<file path="src/rtl/core/assert_macros.svh">
// assertion macros for the list engine core
// no dependencies; included by files that carry concurrent checks
`ifndef ASSERT_MACROS_SVH
`define ASSERT_MACROS_SVH
`ifndef SYNTHESIS
// property holds on every clock edge outside reset
`define ASSERT_AR(lbl, clk, rst_n, prop, msg) \
	lbl: assert property (@(posedge clk) disable iff (!rst_n) prop) else $error(msg);
// condition never holds on a clock edge outside reset
`define ASSERT_NEVER(lbl, clk, rst_n, cond, msg) \
	lbl: assert property (@(posedge clk) disable iff (!rst_n) !(cond)) else $error(msg);
`else
`define ASSERT_AR(lbl, clk, rst_n, prop, msg)
`define ASSERT_NEVER(lbl, clk, rst_n, cond, msg)
`endif
`endif

</file>
<file path="src/rtl/core/bole_pkg.sv">
// shared types and codes for the bounded ordered list engine
// no dependencies; imported by the queue, back end and top level
`default_nettype none

package bole_pkg;

	// result status codes
	localparam logic [1:0] ST_OK        = 2'd0;
	localparam logic [1:0] ST_EMPTY     = 2'd1;
	localparam logic [1:0] ST_FULL      = 2'd2;
	localparam logic [1:0] ST_NOT_FOUND = 2'd3;

	// classified operation handed from front to back
	typedef enum logic [3:0] {
		OP_PUSH_FRONT,
		OP_PUSH_BACK,
		OP_INSERT_KEY,
		OP_POP_FRONT,
		OP_POP_BACK,
		OP_REMOVE,
		OP_CLEAR,
		OP_COUNT,
		OP_READ_ALL
	} op_t;

	// one queued operation
	typedef struct packed {
		op_t                op;
		logic signed [31:0] value;
		logic signed [31:0] key;
		logic [5:0]         keep;
	} q_item_t;

	// queue occupancy flags
	typedef struct packed {
		logic full;
		logic empty;
	} fifo_stat_t;

endpackage

`default_nettype wire

</file>
<file path="src/rtl/core/bole_if.sv">
// valid/ready channel interfaces for command and result transfers
// no dependencies
`default_nettype none

interface bole_in_if;
	logic               valid;
	logic               ready;
	logic [3:0]         command;
	logic signed [31:0] item_value;
	logic signed [31:0] match_key;
	logic [5:0]         position;

	modport source (output valid, command, item_value, match_key, position, input ready);
	modport sink (input valid, command, item_value, match_key, position, output ready);
endinterface

interface bole_out_if;
	logic               valid;
	logic               ready;
	logic [1:0]         status;
	logic signed [31:0] result_value;
	logic               last;

	modport source (output valid, status, result_value, last, input ready);
	modport sink (input valid, status, result_value, last, output ready);
endinterface

`default_nettype wire

</file>
<file path="src/rtl/core/bounded_ordered_list_engine_core.sv">
// Bounded ordered list engine: keeps up to CAPACITY signed 32-bit entries in order.
// Commands arrive on req (valid/ready); a transfer carries command, item_value,
// match_key and position. Results leave on rsp as status, result_value and last;
// every command gives one result except read_all, which gives one per entry,
// front first, with last set on the final one. Unused command codes are taken
// and give no result.
// A decoder feeds a two-entry queue, so commands are taken while the back end
// works. The back end holds the entries in a store with one write port and one
// registered read port, and its work is done as sweeps over that store:
//   clear, count and status-only answers need no sweep; pop_back and push_back move no entries
//   push_front, pop_front, remove and insert shift the entries behind the slot
//   insert first scans for the key from the front, then shifts
//   read_all reads each entry and then emits it as a result
// A transfer passes the queue, the sequencer and the result register before its first result.
// After reset the list is empty; no clearing pass is run.
// A stalled rsp holds its result; the back end waits and the queue then fills,
// after which req is no longer ready.
// depends on bole_pkg, bole_if, bole_front, bole_fifo, bole_back, assert_macros.svh
`default_nettype none
`include "assert_macros.svh"

module bounded_ordered_list_engine_core #(
	parameter int CAPACITY = 32
) (
	input  logic       clk,
	input  logic       arst_n,
	bole_in_if.sink    req,
	bole_out_if.source rsp
);
	import bole_pkg::*;

	logic       push_valid;
	logic       push_ready;
	q_item_t    push_item;
	logic       q_valid;
	logic       q_ready;
	q_item_t    q_item;
	fifo_stat_t fifo_stat;

	// decode
	bole_front u_front (
		.req        (req),
		.push_valid (push_valid),
		.push_ready (push_ready),
		.push_item  (push_item)
	);

	// decoupling queue
	bole_fifo u_fifo (
		.clk        (clk),
		.arst_n     (arst_n),
		.push_valid (push_valid),
		.push_ready (push_ready),
		.push_item  (push_item),
		.pop_valid  (q_valid),
		.pop_ready  (q_ready),
		.pop_item   (q_item),
		.stat       (fifo_stat)
	);

	// list store and sequencer
	bole_back #(
		.CAPACITY (CAPACITY)
	) u_back (
		.clk     (clk),
		.arst_n  (arst_n),
		.q_valid (q_valid),
		.q_ready (q_ready),
		.q_item  (q_item),
		.rsp     (rsp)
	);

	// checks
	`ASSERT_NEVER(a_push_when_full, clk, arst_n, push_valid && push_ready && fifo_stat.full, "queue push while full")
	`ASSERT_AR(a_mid_run_ok, clk, arst_n, rsp.valid && !rsp.last |-> rsp.status == ST_OK, "non-final result with error status")
	`ASSERT_AR(a_empty_result, clk, arst_n, rsp.valid && rsp.status == ST_EMPTY |-> rsp.last && rsp.result_value == 32'sd0, "empty status with payload")
	`ASSERT_AR(a_pop_idle_queue, clk, arst_n, q_ready && fifo_stat.empty |-> !q_valid, "back end sees item from empty queue")

endmodule

`default_nettype wire

</file>
<file path="src/rtl/core/bole_front.sv">
// front end: accepts command transfers, decodes them and drops unused codes
// depends on bole_pkg and bole_in_if
`default_nettype none

module bole_front (
	bole_in_if.sink           req,
	output logic              push_valid,
	input  logic              push_ready,
	output bole_pkg::q_item_t push_item
);
	import bole_pkg::*;

	localparam logic [3:0] CMD_PUSH_FRONT = 4'd0;
	localparam logic [3:0] CMD_PUSH_BACK  = 4'd1;
	localparam logic [3:0] CMD_INSERT_KEY = 4'd2;
	localparam logic [3:0] CMD_POP_FRONT  = 4'd3;
	localparam logic [3:0] CMD_POP_BACK   = 4'd4;
	localparam logic [3:0] CMD_REMOVE     = 4'd5;
	localparam logic [3:0] CMD_CLEAR      = 4'd6;
	localparam logic [3:0] CMD_COUNT      = 4'd7;
	localparam logic [3:0] CMD_READ_ALL   = 4'd8;

	logic cmd_ok;
	op_t  op;

	// command decode; unused codes are taken and discarded
	always_comb begin
		cmd_ok = 1'b1;
		op     = OP_PUSH_FRONT;
		unique case (req.command)
			CMD_PUSH_FRONT: op = OP_PUSH_FRONT;
			CMD_PUSH_BACK:  op = OP_PUSH_BACK;
			CMD_INSERT_KEY: op = OP_INSERT_KEY;
			CMD_POP_FRONT:  op = OP_POP_FRONT;
			CMD_POP_BACK:   op = OP_POP_BACK;
			CMD_REMOVE:     op = OP_REMOVE;
			CMD_CLEAR:      op = OP_CLEAR;
			CMD_COUNT:      op = OP_COUNT;
			CMD_READ_ALL:   op = OP_READ_ALL;
			default:        cmd_ok = 1'b0;
		endcase
	end

	// queue entry; removal keeps at least one leading entry
	always_comb begin
		push_item.op    = op;
		push_item.value = req.item_value;
		push_item.key   = req.match_key;
		push_item.keep  = (req.position == 6'd0) ? 6'd1 : req.position;
	end

	assign req.ready  = push_ready;
	assign push_valid = req.valid && cmd_ok;

endmodule

`default_nettype wire

</file>
<file path="src/rtl/core/bole_fifo.sv">
// two-entry queue between the front end and the back end
// depends on bole_pkg
`default_nettype none

module bole_fifo (
	input  logic                 clk,
	input  logic                 arst_n,
	input  logic                 push_valid,
	output logic                 push_ready,
	input  bole_pkg::q_item_t    push_item,
	output logic                 pop_valid,
	input  logic                 pop_ready,
	output bole_pkg::q_item_t    pop_item,
	output bole_pkg::fifo_stat_t stat
);
	import bole_pkg::*;

	localparam int Depth = 2;
	localparam int PW    = $clog2(Depth);
	localparam int FW    = $clog2(Depth + 1);

	q_item_t        slot_q [Depth];
	logic [PW-1:0]  wr_q;
	logic [PW-1:0]  rd_q;
	logic [FW-1:0]  fill_q;
	logic           do_push;
	logic           do_pop;

	assign push_ready = (fill_q != FW'(Depth));
	assign pop_valid  = (fill_q != '0);
	assign pop_item   = slot_q[rd_q];
	assign do_push    = push_valid && push_ready;
	assign do_pop     = pop_valid && pop_ready;
	assign stat.full  = !push_ready;
	assign stat.empty = !pop_valid;

	// pointers and fill level
	always_ff @(posedge clk or negedge arst_n) begin
		if (!arst_n) begin
			wr_q   <= '0;
			rd_q   <= '0;
			fill_q <= '0;
		end else begin
			if (do_push) begin
				wr_q <= (wr_q == PW'(Depth - 1)) ? '0 : wr_q + 1'b1;
			end
			if (do_pop) begin
				rd_q <= (rd_q == PW'(Depth - 1)) ? '0 : rd_q + 1'b1;
			end
			if (do_push && !do_pop) begin
				fill_q <= fill_q + 1'b1;
			end else if (do_pop && !do_push) begin
				fill_q <= fill_q - 1'b1;
			end
		end
	end

	// slot storage
	always_ff @(posedge clk) begin
		if (do_push) begin
			slot_q[wr_q] <= push_item;
		end
	end

endmodule

`default_nettype wire

</file>
<file path="src/rtl/core/bole_back.sv">
// back end: entry store, list count and the sequencer that walks the store
// depends on bole_pkg and bole_out_if
`default_nettype none

module bole_back #(
	parameter int CAPACITY = 32
) (
	input  logic              clk,
	input  logic              arst_n,
	input  logic              q_valid,
	output logic              q_ready,
	input  bole_pkg::q_item_t q_item,
	bole_out_if.source        rsp
);
	import bole_pkg::*;

	localparam int AW = $clog2(CAPACITY);
	localparam int CW = $clog2(CAPACITY + 1);

	localparam logic [2:0] S_IDLE     = 3'd0;
	localparam logic [2:0] S_SHIFT    = 3'd1;
	localparam logic [2:0] S_PLACE    = 3'd2;
	localparam logic [2:0] S_RESP     = 3'd3;
	localparam logic [2:0] S_RD_ISSUE = 3'd4;
	localparam logic [2:0] S_RD_EMIT  = 3'd5;
	localparam logic [2:0] S_SC_ISSUE = 3'd6;
	localparam logic [2:0] S_SC_CHK   = 3'd7;

	logic signed [31:0] store_q [CAPACITY];
	logic signed [31:0] rdata_q;

	logic [2:0]         state_q;
	logic [CW-1:0]      count_q;
	logic [CW-1:0]      rem_q;
	logic [AW-1:0]      idx_q;
	logic [AW-1:0]      src_q;
	logic [AW-1:0]      dst_q;
	logic               pend_q;
	logic               up_q;
	logic signed [31:0] val_q;
	logic signed [31:0] key_q;
	logic [1:0]         resp_status_q;
	logic signed [31:0] resp_value_q;

	logic               ov_q;
	logic [1:0]         o_status_q;
	logic signed [31:0] o_value_q;
	logic               o_last_q;

	logic [CW-1:0]      cnt_m1;
	logic               full;
	logic               empty;
	logic [AW-1:0]      idx_p1;
	logic               is_last;
	logic               keep_oor;
	logic [AW-1:0]      st_idx;
	logic               st_up;
	logic [CW-1:0]      st_idx_cw;
	logic [CW-1:0]      sh_rem;
	logic [AW-1:0]      sh_src;
	logic               out_free;
	logic               out_load;
	logic               mem_we;
	logic               mem_re;
	logic [AW-1:0]      mem_waddr;
	logic [AW-1:0]      mem_raddr;
	logic signed [31:0] mem_wdata;

	// list level flags and walk position
	assign cnt_m1   = count_q - 1'b1;
	assign full     = (count_q == CW'(CAPACITY));
	assign empty    = (count_q == '0);
	assign idx_p1   = idx_q + 1'b1;
	assign is_last  = ((CW'(idx_q) + 1'b1) == count_q);
	assign keep_oor = (8'(q_item.keep) >= 8'(count_q));

	// start index and direction of a shift pass
	always_comb begin
		st_idx = '0;
		st_up  = 1'b1;
		if (state_q == S_SC_CHK) begin
			st_idx = idx_p1;
		end else begin
			unique case (q_item.op)
				OP_PUSH_BACK: st_idx = count_q[AW-1:0];
				OP_POP_FRONT: st_up = 1'b0;
				OP_POP_BACK: begin
					st_idx = cnt_m1[AW-1:0];
					st_up  = 1'b0;
				end
				OP_REMOVE: begin
					st_idx = q_item.keep[AW-1:0];
					st_up  = 1'b0;
				end
				default: st_idx = '0;
			endcase
		end
	end

	// moves needed and first source entry
	assign st_idx_cw = CW'(st_idx);
	assign sh_rem    = st_up ? (count_q - st_idx_cw) : (cnt_m1 - st_idx_cw);
	assign sh_src    = st_up ? cnt_m1[AW-1:0] : (st_idx + 1'b1);

	assign q_ready  = (state_q == S_IDLE);
	assign out_free = !ov_q || rsp.ready;
	assign out_load = out_free && ((state_q == S_RESP) || (state_q == S_RD_EMIT));

	// store port control
	always_comb begin
		mem_we    = ((state_q == S_SHIFT) && pend_q) || (state_q == S_PLACE);
		mem_waddr = (state_q == S_PLACE) ? idx_q : dst_q;
		mem_wdata = (state_q == S_PLACE) ? val_q : rdata_q;
		mem_re    = ((state_q == S_SHIFT) && (rem_q != '0)) ||
			(state_q == S_RD_ISSUE) || (state_q == S_SC_ISSUE);
		mem_raddr = (state_q == S_SHIFT) ? src_q : idx_q;
	end

	// entry store, one write and one registered read a cycle
	always_ff @(posedge clk) begin
		if (mem_we) begin
			store_q[mem_waddr] <= mem_wdata;
		end
		if (mem_re) begin
			rdata_q <= store_q[mem_raddr];
		end
	end

	// sequencer
	always_ff @(posedge clk or negedge arst_n) begin
		if (!arst_n) begin
			state_q       <= S_IDLE;
			count_q       <= '0;
			rem_q         <= '0;
			idx_q         <= '0;
			src_q         <= '0;
			dst_q         <= '0;
			pend_q        <= 1'b0;
			up_q          <= 1'b1;
			val_q         <= '0;
			key_q         <= '0;
			resp_status_q <= ST_OK;
			resp_value_q  <= '0;
		end else begin
			unique case (state_q)
				S_IDLE: begin
					if (q_valid) begin
						val_q        <= q_item.value;
						key_q        <= q_item.key;
						resp_value_q <= '0;
						unique case (q_item.op)
							OP_PUSH_FRONT, OP_PUSH_BACK: begin
								if (full) begin
									resp_status_q <= ST_FULL;
									state_q       <= S_RESP;
								end else begin
									idx_q   <= st_idx;
									rem_q   <= sh_rem;
									src_q   <= sh_src;
									up_q    <= st_up;
									pend_q  <= 1'b0;
									state_q <= S_SHIFT;
								end
							end
							OP_INSERT_KEY: begin
								if (full) begin
									resp_status_q <= ST_FULL;
									state_q       <= S_RESP;
								end else if (empty) begin
									resp_status_q <= ST_NOT_FOUND;
									state_q       <= S_RESP;
								end else begin
									idx_q   <= '0;
									state_q <= S_SC_ISSUE;
								end
							end
							OP_POP_FRONT, OP_POP_BACK, OP_REMOVE: begin
								if (empty) begin
									resp_status_q <= ST_EMPTY;
									state_q       <= S_RESP;
								end else if ((q_item.op == OP_REMOVE) && keep_oor) begin
									resp_status_q <= ST_NOT_FOUND;
									state_q       <= S_RESP;
								end else begin
									idx_q   <= st_idx;
									rem_q   <= sh_rem;
									src_q   <= sh_src;
									up_q    <= st_up;
									pend_q  <= 1'b0;
									state_q <= S_SHIFT;
								end
							end
							OP_CLEAR: begin
								count_q       <= '0;
								resp_status_q <= ST_OK;
								state_q       <= S_RESP;
							end
							OP_COUNT: begin
								resp_status_q <= ST_OK;
								resp_value_q  <= 32'(count_q);
								state_q       <= S_RESP;
							end
							OP_READ_ALL: begin
								if (empty) begin
									resp_status_q <= ST_EMPTY;
									state_q       <= S_RESP;
								end else begin
									idx_q   <= '0;
									state_q <= S_RD_ISSUE;
								end
							end
							default: state_q <= S_IDLE;
						endcase
					end
				end
				// pipelined copy: read one entry, write it in the following cycle
				S_SHIFT: begin
					pend_q <= (rem_q != '0);
					dst_q  <= up_q ? (src_q + 1'b1) : (src_q - 1'b1);
					if (rem_q != '0) begin
						src_q <= up_q ? (src_q - 1'b1) : (src_q + 1'b1);
						rem_q <= rem_q - 1'b1;
					end else if (!pend_q) begin
						if (up_q) begin
							state_q <= S_PLACE;
						end else begin
							count_q       <= cnt_m1;
							resp_status_q <= ST_OK;
							state_q       <= S_RESP;
						end
					end
				end
				S_PLACE: begin
					count_q       <= count_q + 1'b1;
					resp_status_q <= ST_OK;
					state_q       <= S_RESP;
				end
				S_RESP: begin
					if (out_free) begin
						state_q <= S_IDLE;
					end
				end
				S_RD_ISSUE: state_q <= S_RD_EMIT;
				S_RD_EMIT: begin
					if (out_free) begin
						if (is_last) begin
							state_q <= S_IDLE;
						end else begin
							idx_q   <= idx_p1;
							state_q <= S_RD_ISSUE;
						end
					end
				end
				S_SC_ISSUE: state_q <= S_SC_CHK;
				// key compare; a hit opens a gap after the matching entry
				S_SC_CHK: begin
					if (rdata_q == key_q) begin
						idx_q   <= st_idx;
						rem_q   <= sh_rem;
						src_q   <= sh_src;
						up_q    <= st_up;
						pend_q  <= 1'b0;
						state_q <= S_SHIFT;
					end else if (is_last) begin
						resp_status_q <= ST_NOT_FOUND;
						state_q       <= S_RESP;
					end else begin
						idx_q   <= idx_p1;
						state_q <= S_SC_ISSUE;
					end
				end
			endcase
		end
	end

	// result register
	always_ff @(posedge clk or negedge arst_n) begin
		if (!arst_n) begin
			ov_q <= 1'b0;
		end else if (out_load) begin
			ov_q <= 1'b1;
		end else if (rsp.ready) begin
			ov_q <= 1'b0;
		end
	end

	always_ff @(posedge clk) begin
		if (out_load) begin
			if (state_q == S_RD_EMIT) begin
				o_status_q <= ST_OK;
				o_value_q  <= rdata_q;
				o_last_q   <= is_last;
			end else begin
				o_status_q <= resp_status_q;
				o_value_q  <= resp_value_q;
				o_last_q   <= 1'b1;
			end
		end
	end

	assign rsp.valid        = ov_q;
	assign rsp.status       = o_status_q;
	assign rsp.result_value = o_value_q;
	assign rsp.last         = o_last_q;

endmodule

`default_nettype wire

</file>
<file path="src/flat_wrapper.sv">
// flat-port wrapper written by rule: the top's interface ports become plain ports
module bounded_ordered_list_engine_core_flat import bole_pkg::*;
#(
	parameter int CAPACITY = 32
)
  (clk, arst_n, req_valid, req_command, req_item_value, req_match_key, req_position, req_ready, rsp_valid, rsp_status, rsp_result_value, rsp_last, rsp_ready);
  bole_in_if req_i ();
  bole_out_if rsp_i ();
  input  logic clk;
  input  logic arst_n;
  input wire logic [$bits(req_i.valid)-1:0] req_valid;
  input wire logic [$bits(req_i.command)-1:0] req_command;
  input wire logic [$bits(req_i.item_value)-1:0] req_item_value;
  input wire logic [$bits(req_i.match_key)-1:0] req_match_key;
  input wire logic [$bits(req_i.position)-1:0] req_position;
  output wire logic [$bits(req_i.ready)-1:0] req_ready;
  output wire logic [$bits(rsp_i.valid)-1:0] rsp_valid;
  output wire logic [$bits(rsp_i.status)-1:0] rsp_status;
  output wire logic [$bits(rsp_i.result_value)-1:0] rsp_result_value;
  output wire logic [$bits(rsp_i.last)-1:0] rsp_last;
  input wire logic [$bits(rsp_i.ready)-1:0] rsp_ready;
  assign req_i.valid = req_valid;
  assign req_i.command = req_command;
  assign req_i.item_value = req_item_value;
  assign req_i.match_key = req_match_key;
  assign req_i.position = req_position;
  assign req_ready = req_i.ready;
  assign rsp_valid = rsp_i.valid;
  assign rsp_status = rsp_i.status;
  assign rsp_result_value = rsp_i.result_value;
  assign rsp_last = rsp_i.last;
  assign rsp_i.ready = rsp_ready;
  bounded_ordered_list_engine_core #(.CAPACITY(CAPACITY)) u_core (.clk(clk), .arst_n(arst_n), .req(req_i), .rsp(rsp_i));
endmodule
</file>
<file path="config.mk">
export PLATFORM = sky130hd
export DESIGN_NAME = bounded_ordered_list_engine_core_flat
export DESIGN_NICKNAME = d
export VERILOG_FILES = /design/src/rtl/core/bole_pkg.sv /design/src/rtl/core/bole_if.sv /design/src/rtl/core/bounded_ordered_list_engine_core.sv /design/src/rtl/core/bole_front.sv /design/src/rtl/core/bole_fifo.sv /design/src/rtl/core/bole_back.sv /design/src/flat_wrapper.sv
export VERILOG_INCLUDE_DIRS = /design/src /design/src/rtl/core
export SDC_FILE = /design/constraint.sdc
export NUM_CORES = 2
export LEC_CHECK = 0
export ABC_AREA = 0
export BUFFER_PORTS_ARGS = -buffer_cell sky130_fd_sc_hd__buf_2
export CORE_ASPECT_RATIO = 1.75
export CORE_MARGIN = 2
export CORE_UTILIZATION = 39
export CTS_CLUSTER_SIZE = 28
export DETAILED_ROUTE_END_ITERATION = 8
export GPL_ROUTABILITY_DRIVEN = 0
export PLACE_DENSITY = 0.62
export SLEW_MARGIN = 20
export SYNTH_ARGS = -nofsm -noshare
export SYNTH_HDL_FRONTEND = slang
export SYNTH_SLANG_ARGS = --single-unit
export TNS_END_PERCENT = 10
</file>
<file path="constraint.sdc">
create_clock -name clk -period 4.83 [get_ports clk]
set_clock_uncertainty 0.15 [all_clocks]
set_input_delay 0.966 -clock clk [delete_from_list [all_inputs] [get_ports clk]]
set_output_delay 0.966 -clock clk [all_outputs]
set_load 0.02 [all_outputs]
</file>
# Word level (Yosys, flattened, before mapping)
# Memory sizes are Yosys's and may differ from the RTL's. A register that Yosys moved wholly into a read port is not among the register bits.
# Cells that the tools add are included.
# word_totals
mem_count,2
ramBits,1172
output_inout_bits,37
in_bits,78
register_bits,170
elab_cells,232
# memory_table
name,depth,width,read_ports,rd_ports_with_merged_regs,write_ports,line,rtl
u_core.u_back.store_q,32,32,1,1,1,bole_back.sv:29,logic signed [31:0] store_q [CAPACITY];
u_core.u_fifo.slot_q,2,74,1,0,1,bole_fifo.sv:22,q_item_t slot_q [Depth];
# classes
n_reduce_logical,43
order_cmp,1
n_addsub,14
n_mux,104
eq_ne,49
# ops
cell,n
$mux 5,21
$mux 6,14
$mux 32,2
$pmux 5 s3,3
$pmux 6 s3,2
$mux 2,17
$mux 3,11
$eq 32x32->1,1
$eq 4x3->1 const B,8
$pmux 4 s8,1
$pmux 3 s8,1
$mux 1,22
$ne 3x3->1 const B,7
$ne 2x2->1 const B,10
$pmux 5 s4,1
$eq 4x2->1 const B,4
$reduce_and 8->1,2
$add 5x1->5 const B,3
$pmux 3 s5,1
$reduce_and 7->1,2
$eq 3x3->1 const B,4
$logic_not 6->1,2
$pmux 6 s2,1
$reduce_and 12->1,1
other kinds (39),70

# Depth between registers and ports, before layout
# An unclocked memory read counts as a cell.
# depth
word_depth,11
ltp_mapped,15
mapped_depth_nobuf,13

# By module
# Synthesis repeated with hierarchy kept, for this count alone.
# unflattened
cells_unflattened,2936
hier_area_um2,53706.5
# modules_own_cells
mod,cells_per_inst,seq_area_each_um2,instances,area_each_um2
bole_back,2608,35390.2,1,47393.0
bole_fifo,250,4544.4,1,5744.3
bole_front,78,0.0,1,569.3

# Worst setup path before layout
# No wires, ideal clock.
# synth_timing
path_kind,input to register
start,input req_command[2]
end,memory u_core.u_fifo.slot_q[0][0] (netlist name) (enable)
n_path_buf,0
stages,3
required_time_ps,4173
arrival_ps,4454
setup_time_ps,507
setup_slack_ps,-280
path_cell_list,o31ai_1 -> nand3_1 -> nor2_1
# synth_between
elab_chain_len,7
word_cells_on_any_way,15
classes_between,eq/ne (8); mux (3); reduce/logical (4)
# synth_lines
element,line,rtl
from (decl),flat_wrapper.sv:12,input wire logic [$bits(req_i.command)-1:0] req_command;
$eq 4x4->1 (tied with other cells),bole_front.sv:30,unique case (req.command)
$reduce_or 9->1 (no line) (*),n/a,
$mux 1 (*),bole_front.sv:30,
$logic_and 1x1->1 (*),bole_front.sv:53,assign push_valid = req.valid && cmd_ok;
$logic_and 1x1->1 (*),bole_fifo.sv:32,assign do_push = push_valid && push_ready;
$mux 1 (*),bole_fifo.sv:60,if (do_push) begin
$mux 1 (not written as such) (*),bole_fifo.sv:61,slot_q[wr_q] <= push_item;
to (decl),bole_fifo.sv:22,
# Every way passes the cells marked *; elsewhere a longest branch is shown, timed or not.

# Worst setup path after layout
# layout_timing
start,register u_core.u_back.state_q[2]
end,"register u_core.u_back.rdata_q[6] (read register of u_core.u_back.store_q), data pin"
# layout_between
elab_chain_len,4
word_cells_on_any_way,7
classes_between,eq/ne (3); mux (1); reduce/logical (3)
# layout_lines
element,line,rtl
from (decl),bole_back.sv:32,logic [2:0] state_q;
from (signal assigned),bole_back.sv:132,state_q <= S_IDLE;
from (signal assigned),bole_back.sv:155,state_q <= S_RESP;
from (signal assigned),bole_back.sv:162,state_q <= S_SHIFT;
$eq 3x1->1,"bole_back.sv:114, bole_back.sv:116",
$logic_and 1x1->1,bole_back.sv:114,mem_re = ((state_q == S_SHIFT) && (rem_q != '0)) ||
$logic_or 1x1->1,bole_back.sv:114,
$logic_or 1x1->1,bole_back.sv:115,(state_q == S_RD_ISSUE) || (state_q == S_SC_ISSUE);
to (decl),bole_back.sv:30,logic signed [31:0] rdata_q;
# Several ways; a longest one is shown, not always the timed one.
# A chain may end at the register's enable or synchronous reset.

==> summary.md <==
| Metric | Value |
|---|---|
| Status | `finished clean` |
| Crit path kind | `reg2reg` |
| Synthesized area | `between 50000 and 60000 sq um` |
| Clk Latency, worst-skew pair | `roughly 750 ps` |
| Final Max Slew Viols | `0` |
| Routed vias | `28800` |
| Number of max-cap violations | `0` |
| EDFF count, synth | `1239` |
| Worst Path Required | `5160 ps` |
| Final setup violating endpoints | `0` |
| Sw power | `around 15000 uW` |
| Unrepaired setup endpoints after global routing | `no` |
| Critical path origin | `u_core.u_back.state_q[2]$_DFFE_PN0P_` |
| Hold Crit Class | `in2async` |
| Synth unique cells | `79` |
| Final worst-path cycle share | `82.8%` |
| Leakage | `between 0.02 and 0.025 uW` |
| Overflow after GRT | `0` |
| Layout area overhead | `13.8%` |
| Setup tns final | `0 ps` |
| Fillers | `between 10000 and 15000` |
| Largest stage delay, worst path | `730 ps` |
| Minimum clock period | `4000 ps` |
| Seq pwr share | `42.1%` |
| Gate power share | `between 30% and 40%` |
| Die Wd | `between 200 and 300 microns` |
| Antenna violations before repair | `7` |
| Switching Share | `35.8%` |
| Internal | `~27000 uW` |
| FF/Latch Area | `39900 sq um` |
| Fraction of layout cells with a size suffix above 1 | `a little over a fifth` |
| Register area share after synthesis | `between 70% and 80%` |
| Asr flop ratio synth | `8.09%` |
| Worst R2R Start | `u_core.u_back.state_q[2]$_DFFE_PN0P_` |
| Crit path launch type | `flip-flop` |
| Multi-input logic area | `13500 sq um` |
| Worst Path Max Fanout | `35` |
| Yosys warns | `0` |
| Critical Path Sink Type | `flip-flop` |
| Worst hold slack | `roughly 57 ps` |
| TritonCTS buffer count | `109` |
| Final net count | `about 3400` |
| Syn nets | `3235` |
| DR pass1 iterations | `8` |
| Yosys reg bits | `~1300` |
| Worst slew pin tran | `~1100 ps` |
| DRT iter0 DRCs | `2501` |
| Port-buffer cells | `114` |
| GRT Overall Usage | `20.0%` |
| WL/cell | `27.2 microns` |
| Most used cell, CP | `nand2_1` |
| Pin count of the biggest net entering global routing | `91` |
| Slew HR | `approximately a quarter` |
| Synth Flop Type | `edfxtp_1` |
| Num rows | `180` |
| Post-DRT Antenna Nets | `0` |
| Syn Area/Cell | `17.2 sq um` |
| P per Cell Area | `~680 nW/um^2` |
| Yosys top cell by area | `edfxtp_1` |
| Fmax | `~0.25 GHz` |
| CP max-delay cell | `dfrtp_1` |
| Die H | `496 microns` |
| Die area | `141000 sq um` |
| Clock share of power | `22.0%` |
| CTS resizes | `0` |
| Residual DRC | `0` |
| First-pass GRT wire length | `205 mm` |
| Mapped Cells | `3137` |
| Post-Route WL | `142 mm` |
| Synth top area share | `69.0%` |
| Clock transition at the registers of the reported paths | `70 ps` |
| Via/cell ratio | `approximately 5.5` |
| Setup bufs post-CTS | `0` |
| Root buffer cell | `clkbuf_16` |
| CTS max path bufs | `3` |
| Initial Util | `39.3%` |
| Hold Vio Cnt, Final | `0` |
| IO Pins | `approximately 120` |
| H-tree lvl count | `3` |
| Vias in the first global route | `29700` |
| CTS Hold Bufs | `0` |
| Synth area leaders | `edfxtp_1 (69%), mux4_2 (11%), dfrtp_1 (5.0%), nand2_1 (3.6%), nand3_1 (1.7%)` |
| Peak VDD IR | `about 0.48 mV` |
| Worst path cell trace | `clkinv_1 -> nand3b_1 -> nand2_1 -> nand2_4 -> buf_4 -> nand2_1 -> nand3_1 -> nand2_1 -> o21ai_1` |
| HPWL Detailed | `87.1 mm` |
| CP Data Arrival Time | `roughly 4300 ps` |
| Clock sinks | `1348` |
| CTS tree | `built` |
| Core area | `137000 sq um` |
[layout by cell type, fill, tap and decap left out, types with 12 or more instances in the layout]
cell,count
a21o_1,12
a21oi_1,23
a22o_1,16
a31oi_1,13
and2_1,32
buf_12,36
buf_2,113
buf_4,72
clkbuf_1,19
clkbuf_16,115
clkinv_1,18
clkinv_2,22
dfrtp_1,107
edfxtp_1,1239
ha_1,19
inv_1,24
mux2_2,16
mux2i_1,72
mux4_2,256
nand2_1,508
nand3_1,178
nor2_1,37
nor2_4,34
nor3_1,13
nor4_1,12
o21ai_0,91
o21ai_1,35
o22ai_1,13
xnor2_1,26
xor2_1,40
[logic make-up (layout without fill, tap and decap cells)]
group                      count (synthesis)  in the layout  synth area share [%]
AOI/OAI and AO/OA                        264            264                  3.08
buffers and inverters                    200            452                  1.53
muxes                                    346            346                  12.4
adders and majority gates                 22             22                 0.520
and+or+nand+nor                          891            891                  7.37
xor gates and xnor gates                  66             66                  1.07
other                                      0              3                     0
DFF                                     1348           1348                  74.0
[power by group through the flow]
| stage | Sequential (uW) | Combinational, uW | Clock (uW) |
|---|---|---|---|
| floorplan | 17200 | 9890 | 0 |
| global placement | 17800 | 14900 | 0 |
| detailed placement | 17800 | 15100 | 0 |
| CTS | 17600 | 15100 | 9320 |
| global route | 17700 | 16200 | 9720 |
| finish | 17600 | 15000 | 9190 |
[through the flow]
| stage | area [sq um] | setup WS (ps) | util (%) | power [uW] | std cells |
|---|---|---|---|---|---|
| after detailed placement | 57700 | 836 | 42.0 | 32900 | 5005 |
| after global placement | 57700 | 846 | 42.0 | 32700 | 5005 |
| after floorplan | 53900 | 954 | - | 27100 | 3137 |
| after CTS | 61400 | 802 | 44.7 | 42000 | 5209 |
| final | 61400 | 829 | 44.7 | 41700 | 5212 |
| after global routing | 61400 | 624 | 44.7 | 43600 | 5210 |
[cell usage after synthesis (4+ instances only)]
| library cell | count |
|---|---|
| edfxtp_1 | 1239 |
| nand2_1 | 518 |
| mux4_2 | 256 |
| nand3_1 | 178 |
| clkbuf_1 | 110 |
| dfrtp_1 | 108 |
| o21ai_0 | 91 |
| mux2i_1 | 74 |
| nor2_1 | 71 |
| xor2_1 | 40 |
| buf_2 | 37 |
| o21ai_1 | 36 |
| and2_1 | 34 |
| xnor2_1 | 26 |
| inv_1 | 25 |
| a21oi_1 | 23 |
| buf_1 | 22 |
| ha_1 | 19 |
| a22o_1 | 16 |
| mux2_2 | 16 |
| o22ai_1 | 14 |
| a31oi_1 | 13 |
| nor3_1 | 13 |
| a21o_1 | 12 |
| nor4_1 | 12 |
| o31ai_1 | 9 |
| nor3b_1 | 8 |
| o211ai_1 | 8 |
| a22oi_1 | 7 |
| nor2b_1 | 7 |
| a211oi_1 | 6 |
| nand2b_1 | 5 |
| or3_1 | 5 |
| a21boi_0 | 4 |
| a221oi_1 | 4 |
| nand3b_1 | 4 |
| nand4_1 | 4 |
| nor4b_1 | 4 |
| or4_1 | 4 |
[worst max-delay path, delay by kind of cell, from the launching register on]
kind	cells	cell delay (ps)
AND/OR/NAND/NOR	6	1510
flip-flops	1	730
AO/OA/AOI/OAI	1	500
buffers and inverters	2	790
[registers in the layout (all words and copies together) (netlist names), 5 cells and up]
register                        flops
u_core.u_back.count_q               6
u_core.u_back.dst_q                 5
u_core.u_back.idx_q                 5
u_core.u_back.key_q                32
u_core.u_back.rdata_q              32
u_core.u_back.rem_q                 6
u_core.u_back.resp_value_q          6
u_core.u_back.rsp.result_value     32
u_core.u_back.src_q                 5
u_core.u_back.store_q            1024
u_core.u_back.val_q                32
u_core.u_fifo.slot_q              148
[area by class of cell]
class / count / area share [%]
antenna: 3 / 0.0122
clock buffer: 144 / 5.03
tap: 1820 / 3.71
clock inverter: 60 / 0.972
sequential: 1348 / 65.1
inverter: 27 / 0.169
timing repair buffer: 221 / 2.98
multi-input combinational: 1589 / 22.1
[path summary, 6_finish.rpt]
check / endpoint / slack, ps / cells past startpoint
worst max-delay path: u_core.u_back.rdata_q[6]$_DFFE_PP_ / 830 / 9
worst min-delay path: u_core.u_back.key_q[15]$_DFFE_PN0P_ / 60 / 1
worst max register to register: u_core.u_back.rdata_q[6]$_DFFE_PP_ / 830 / 9
worst min register to register: u_core.u_back.val_q[5]$_DFFE_PN0P_ / 340 / 2
max in group asynchronous: u_core.u_back.count_q[3]$_DFFE_PN0P_ / 3700 / 2
min in group clk: u_core.u_fifo.slot_q[0][23]$_DFFE_PP_ / 250 / 1
[metal layers]
| metal | global-route usage (%) | part of all wire, % | wire (microns) |
|---|---|---|---|
| met1 | 22.4 | 36 | 51400 |
| met2 | 37.6 | 55 | 77600 |
| met3 | 2.71 | 4.6 | 6490 |
| met4 | 9.07 | 4.5 | 6420 |
| met5 | 0 | 0.021 | 30 |
(Power assumes the default switching activity.)
